## src/hw/rtl/tba_pkg.sv

```systemverilog
// ----------------------------------------------------------------------------
// tba_pkg: shared types and constants for the three-axis biquad accumulator
// Item layouts, coefficient set, lane step controls and register indexes.
// ----------------------------------------------------------------------------
package tba_pkg;

  localparam int SAMPLE_BITS = 16;
  localparam int SUM_BITS    = 32;
  localparam int COEF_BITS   = 18;
  localparam int DELAY_BITS  = 32;
  localparam int COUNT_BITS  = 16;
  localparam int NUM_AXES    = 3;
  localparam int CFG_IDX_BITS = 3;

  typedef enum logic [CFG_IDX_BITS-1:0] {
    REG_FEED_ZERO = 3'd0,
    REG_FEED_ONE  = 3'd1,
    REG_FEED_TWO  = 3'd2,
    REG_BACK_ONE  = 3'd3,
    REG_BACK_TWO  = 3'd4
  } cfg_reg_e;

  localparam logic signed [COEF_BITS-1:0] FEED_ZERO_RESET = 18'sd16384;

  typedef struct packed {
    logic signed [SAMPLE_BITS-1:0] sample_x;
    logic signed [SAMPLE_BITS-1:0] sample_y;
    logic signed [SAMPLE_BITS-1:0] sample_z;
    logic                          restart_sum;
  } in_item_t;

  typedef struct packed {
    logic signed [SAMPLE_BITS-1:0] filtered_x;
    logic signed [SAMPLE_BITS-1:0] filtered_y;
    logic signed [SAMPLE_BITS-1:0] filtered_z;
    logic signed [SUM_BITS-1:0]    total_x;
    logic signed [SUM_BITS-1:0]    total_y;
    logic signed [SUM_BITS-1:0]    total_z;
    logic        [COUNT_BITS-1:0]  samples_summed;
  } out_item_t;

  typedef struct packed {
    logic signed [COEF_BITS-1:0] feed_zero;
    logic signed [COEF_BITS-1:0] feed_one;
    logic signed [COEF_BITS-1:0] feed_two;
    logic signed [COEF_BITS-1:0] back_one;
    logic signed [COEF_BITS-1:0] back_two;
  } coef_set_t;

  typedef struct packed {
    logic prod;
    logic acc;
    logic back;
    logic commit;
  } lane_step_t;

endpackage

```

## src/hw/rtl/tba_merge.sv

```systemverilog
// ----------------------------------------------------------------------------
// tba_merge: running totals, sample count and output register
// Combines the lane outputs into one result item and holds it until taken.
// ----------------------------------------------------------------------------
module tba_merge
  import tba_pkg::*;
(
  input  logic                          clk_i,
  input  logic                          rst_ni,
  input  logic                          commit_i,
  input  logic                          restart_i,
  input  logic signed [SAMPLE_BITS-1:0] filtered_i [NUM_AXES],
  input  logic                          out_stall_i,
  output logic                          out_valid_o,
  output out_item_t                     out_item_o
);

  localparam int T_W = SUM_BITS + 1;
  localparam logic signed [T_W-1:0] T_MAX = {2'b00, {(SUM_BITS-1){1'b1}}};
  localparam logic signed [T_W-1:0] T_MIN = {2'b11, {(SUM_BITS-1){1'b0}}};
  localparam logic [COUNT_BITS-1:0] COUNT_MAX = '1;

  logic signed [SUM_BITS-1:0] total_q [NUM_AXES];
  logic signed [SUM_BITS-1:0] total_d [NUM_AXES];
  logic [COUNT_BITS-1:0]      count_q, count_d, count_base;
  logic                       out_valid_q;
  out_item_t                  out_item_q, out_item_d;

  always_comb begin
    for (int a = 0; a < NUM_AXES; a++) begin
      logic signed [SUM_BITS-1:0] base;
      logic signed [T_W-1:0]      sum;
      base = restart_i ? '0 : total_q[a];
      sum = T_W'(base) + T_W'(filtered_i[a]);
      if (sum > T_MAX) begin
        total_d[a] = T_MAX[SUM_BITS-1:0];
      end else if (sum < T_MIN) begin
        total_d[a] = T_MIN[SUM_BITS-1:0];
      end else begin
        total_d[a] = sum[SUM_BITS-1:0];
      end
    end

    count_base = restart_i ? '0 : count_q;
    count_d = (count_base == COUNT_MAX) ? count_base : count_base + COUNT_BITS'(1);

    out_item_d.filtered_x     = filtered_i[0];
    out_item_d.filtered_y     = filtered_i[1];
    out_item_d.filtered_z     = filtered_i[2];
    out_item_d.total_x        = total_d[0];
    out_item_d.total_y        = total_d[1];
    out_item_d.total_z        = total_d[2];
    out_item_d.samples_summed = count_d;
  end

  always_ff @(posedge clk_i or negedge rst_ni) begin
    if (!rst_ni) begin
      for (int a = 0; a < NUM_AXES; a++) begin
        total_q[a] <= '0;
      end
      count_q     <= '0;
      out_valid_q <= 1'b0;
    end else begin
      if (commit_i) begin
        total_q     <= total_d;
        count_q     <= count_d;
        out_valid_q <= 1'b1;
      end else if (!out_stall_i) begin
        out_valid_q <= 1'b0;
      end
    end
  end

  always_ff @(posedge clk_i) begin
    if (commit_i) begin
      out_item_q <= out_item_d;
    end
  end

  assign out_valid_o = out_valid_q;
  assign out_item_o  = out_item_q;

endmodule

```

## config.mk

```make
export PLATFORM = sky130hd
export DESIGN_NAME = tba_merge
export DESIGN_NICKNAME = d
export VERILOG_FILES = /design/src/hw/rtl/tba_pkg.sv /design/src/hw/rtl/tba_merge.sv
export SDC_FILE = /design/constraint.sdc
export NUM_CORES = 1
export LEC_CHECK = 0
export BUFFER_PORTS_ARGS = -buffer_cell sky130_fd_sc_hd__clkbuf_2
export CAP_MARGIN = 25
export CORE_MARGIN = 3
export CORE_UTILIZATION = 60
export CTS_BUF_LIST = sky130_fd_sc_hd__clkbuf_4
export DETAILED_ROUTE_END_ITERATION = 12
export PLACE_DENSITY_LB_ADDON = 0.05
export SYNTH_ARGS = -nofsm -noshare
export SYNTH_HDL_FRONTEND = slang
export SYNTH_SLANG_ARGS = --single-unit
```

## constraint.sdc

```tcl
create_clock -name clk_i -period 4.4 [get_ports clk_i]
set_input_delay 0.88 -clock clk_i [delete_from_list [all_inputs] [get_ports clk_i]]
set_output_delay 0.88 -clock clk_i [all_outputs]
set_load 0.02 [all_outputs]
```

==> key figures <==
Run status
  • Status: finished, final reports clean

Detailed routing
  • Vias per cell: 5.721
  • Avg WL per Cell: 16.27 um
  • Via count: 13.06k
  • Initial DRC Count: 832
  • # DRC: 0
  • Pre-Repair DR Iteration Count: 5
  • Final WL: 37.15 mm
  • Post-DRT Antenna Nets: 0

Worst setup path
  • Crit. End Element: flip-flop
  • Slowest-stage cell, CP: nor3_2
  • Crit Path Class: in -> reg
  • Critical path data arrival time: 4.05 ns
  • Critical path fanouts, max: 40
  • CP max stage delay: 0.44 ns
  • Worst EP required: 4.77 ns
  • Worst path cell trace: buf_4, buf_4, nor2b_1, ha_1, nor2b_1, o2111ai_1, a211oi_1, nor3_2, a211oi_1, nor3_2, o31a_2, buf_12, nand2_1
  • CP Launch Type: input pin

Cells and area
  • Number of fill cells: 2106
  • Post-layout util: 0.7109
  • Final Net Count: 2041
  • Area growth syn-to-layout: 14.93%
  • Post-route insts no fill: 2283
  • Layout cells sized above 1: 0.2318

Clock network
  • Register clock-pin slew on the reported worst setup and hold paths: 0.06 ns
  • Hold buffers post-CTS: 0
  • Clk_lat worst skew: 0.69 ns
  • TritonCTS clock tree: built
  • Postcts setup bufs: 0
  • H-tree depth: 3
  • Clock buffer depth: 3
  • CTS Root Buffer Type: clkbuf_4
  • Clock sink count: 273
  • TritonCTS buffer count: 73
  • CTS resizes: 0

Floorplanning
  • Num rows: 59
  • Die W: 170.8 um
  • Die Span Y: 170.8 um
  • Core area: 26350 um^2
  • Die ar.: 29180 um^2
  • Initial Util: 0.6185
  • Ports: 214

Power
  • Pwr Density: 668.7 nW/um^2
  • Peak VDD IR: 461.3 uV
  • Leak: 8.324 nW
  • Total power draw: 0.01253 W

Timing
  • Setup Skew: 0.05683 ns
  • Worst slew margin: 0.4445
  • Final worst path period share: 0.8364
  • RSZ-0062 raised after global routing: no
  • Slew @ Worst Pin: 0.8332 ns
  • Final setup vio count: 0
  • Final Hold Violating Endpoints: 0
  • F_max: 0.2717 GHz
  • Fin. max-slew vios: 0
  • PnR worst setup slack: 0.7200 ns
  • Final setup TNS: 0 ns
  • Min cycle time layout: 3.680 ns

Placed design
  • Gpl congestion: 0.9130
  • Cells after DPL: 2148
  • Worst slack, placed: 0.1032 ns
  • Dpl hpwl: 26.84 mm
  • IO buf count: 213

Yosys
  • Mapped Area: 16300 um^2
  • Count leader, synth: nand2_1
  • Ys Warns: 0
  • Post-synthesis sequential area ratio: 0.4682
  • Async S/R FF share, synth: 0.4139
  • Number of distinct library cells after synthesis: 78
  • Share of the synthesized area in the top cell type: 0.2947
  • Synth Register Bits: 273
  • Synthesized area per cell: 9.873 um^2
  • EDFF count, synth: 160
  • Syn nets: 1804
  • Mapped Cells: 1651
  • Leading post-synthesis cells by cell area: edfxtp_1, dfrtp_1, ha_1
  • Top FF cell, synth: edfxtp_1
  • Yosys top cell by area: edfxtp_1
  • Synth cell count leaders: nand2_1, edfxtp_1, nor2_1

GRT
  • Total grt overflow: 0
  • First-pass GRT wire length: 60.83 mm
  • GRT Total Usage: 0.2526
  • Vias in the first global route: 12.72k
  • Largest net degree at the start of global routing: 92
  • Initial antenna violation count: 1

Run
  • Maxcap violations: 0

Worst hold path
  • Worst hold path type: in -> async
path summary, 6_finish.rpt:
check	startpoint	end	slack, ns	cells past startpoint
worst max-delay path	restart_i	out_item_o[45]	0.72	13
worst min-delay path	rst_ni	total_q[10]	0.29	1
worst max register to register	total_q[32]	total_q[34]	0.90	15
worst min register to register	out_valid_o	out_valid_o	0.49	1
max in group asynchronous	rst_ni	total_q[28]	3.27	2
min in group clk_i	filtered_i[7]	out_item_o[119]	0.39	1
layer usage:
layer  up-vias  global-route usage  routed length [um]
met5         -                   0                   0
met4         0             0.08502                 864
met3        65             0.04829                2103
met2       364              0.4027               16960
met1      6163              0.3510               17230
li1       6468                   -                   -
flip-flops by register name, summed over array words and instances (netlist names):
name and cells:
out_item_o 160, total_q 96, count_q 16, out_valid_o 1
placed cells by master (no fill, tap or decap), types with 33 or more instances in the layout:
| cell | synthesis | layout |
|---|---|---|
| nand2_1 | 213 | 213 |
| clkbuf_2 | 0 | 210 |
| edfxtp_1 | 160 | 160 |
| nor2_1 | 133 | 133 |
| a21oi_1 | 123 | 123 |
| dfrtp_1 | 113 | 113 |
| clkbuf_4 | 0 | 110 |
| nor2b_1 | 107 | 107 |
| ha_1 | 97 | 97 |
| a31oi_1 | 64 | 64 |
| xnor2_1 | 63 | 63 |
| o21ai_0 | 60 | 60 |
| a21o_1 | 38 | 38 |
| inv_1 | 37 | 37 |
| mux2_2 | 34 | 34 |
| buf_4 | 1 | 33 |
critical path, delay by kind of cell:
family	cells	cell delay [ns]
AO/OA/AOI/OAI	4	0.99
adder cells (fa/ha/maj)	1	0.33
buffers and inverters	3	0.74
AND/OR/NAND/NOR	5	1.07
cells by family (layout without fill, tap and decap cells):
family | count (synthesis) | after routing | synth area share
compound gates | 422 | 422 | 0.1661
xor+xnor | 95 | 95 | 0.05104
fa+ha+maj | 100 | 100 | 0.07814
buf+inv | 127 | 422 | 0.03485
flops | 273 | 273 | 0.4682
mux | 41 | 41 | 0.02855
other cells | 0 | 2 | 0
simple gates | 593 | 593 | 0.1731
cell type report:
class	instances	area, um^2	share of cell area
Multi-Input combinational cell	1251	8110	0.4329
Sequential cell	273	7632	0.4074
Timing Repair Buffer	251	1454	0.07761
Clock buffer	110	825.8	0.04408
Tap cell	335	419.2	0.02237
Clock inverter	23	145.1	0.007747
Inverter	38	142.6	0.007614
Antenna cell	2	5.005	0.0002671
where the power goes:
group          internal [W]  switching (W)
clock network       0.00126        0.00105
logic               0.00232        0.00363
registers           0.00389       0.000372
stage by stage:
step / hold slack [ns] / cell area [um^2]
2_1_floorplan: 0.4587 / 16300
3_3_place_gp: 0.4655 / 17760
3_5_place_dp: 0.4779 / 17760
4_1_cts: 0.2507 / 18730
5_1_grt: 0.2875 / 18730
6_report: 0.2886 / 18730
(Power assumes the default switching activity.)
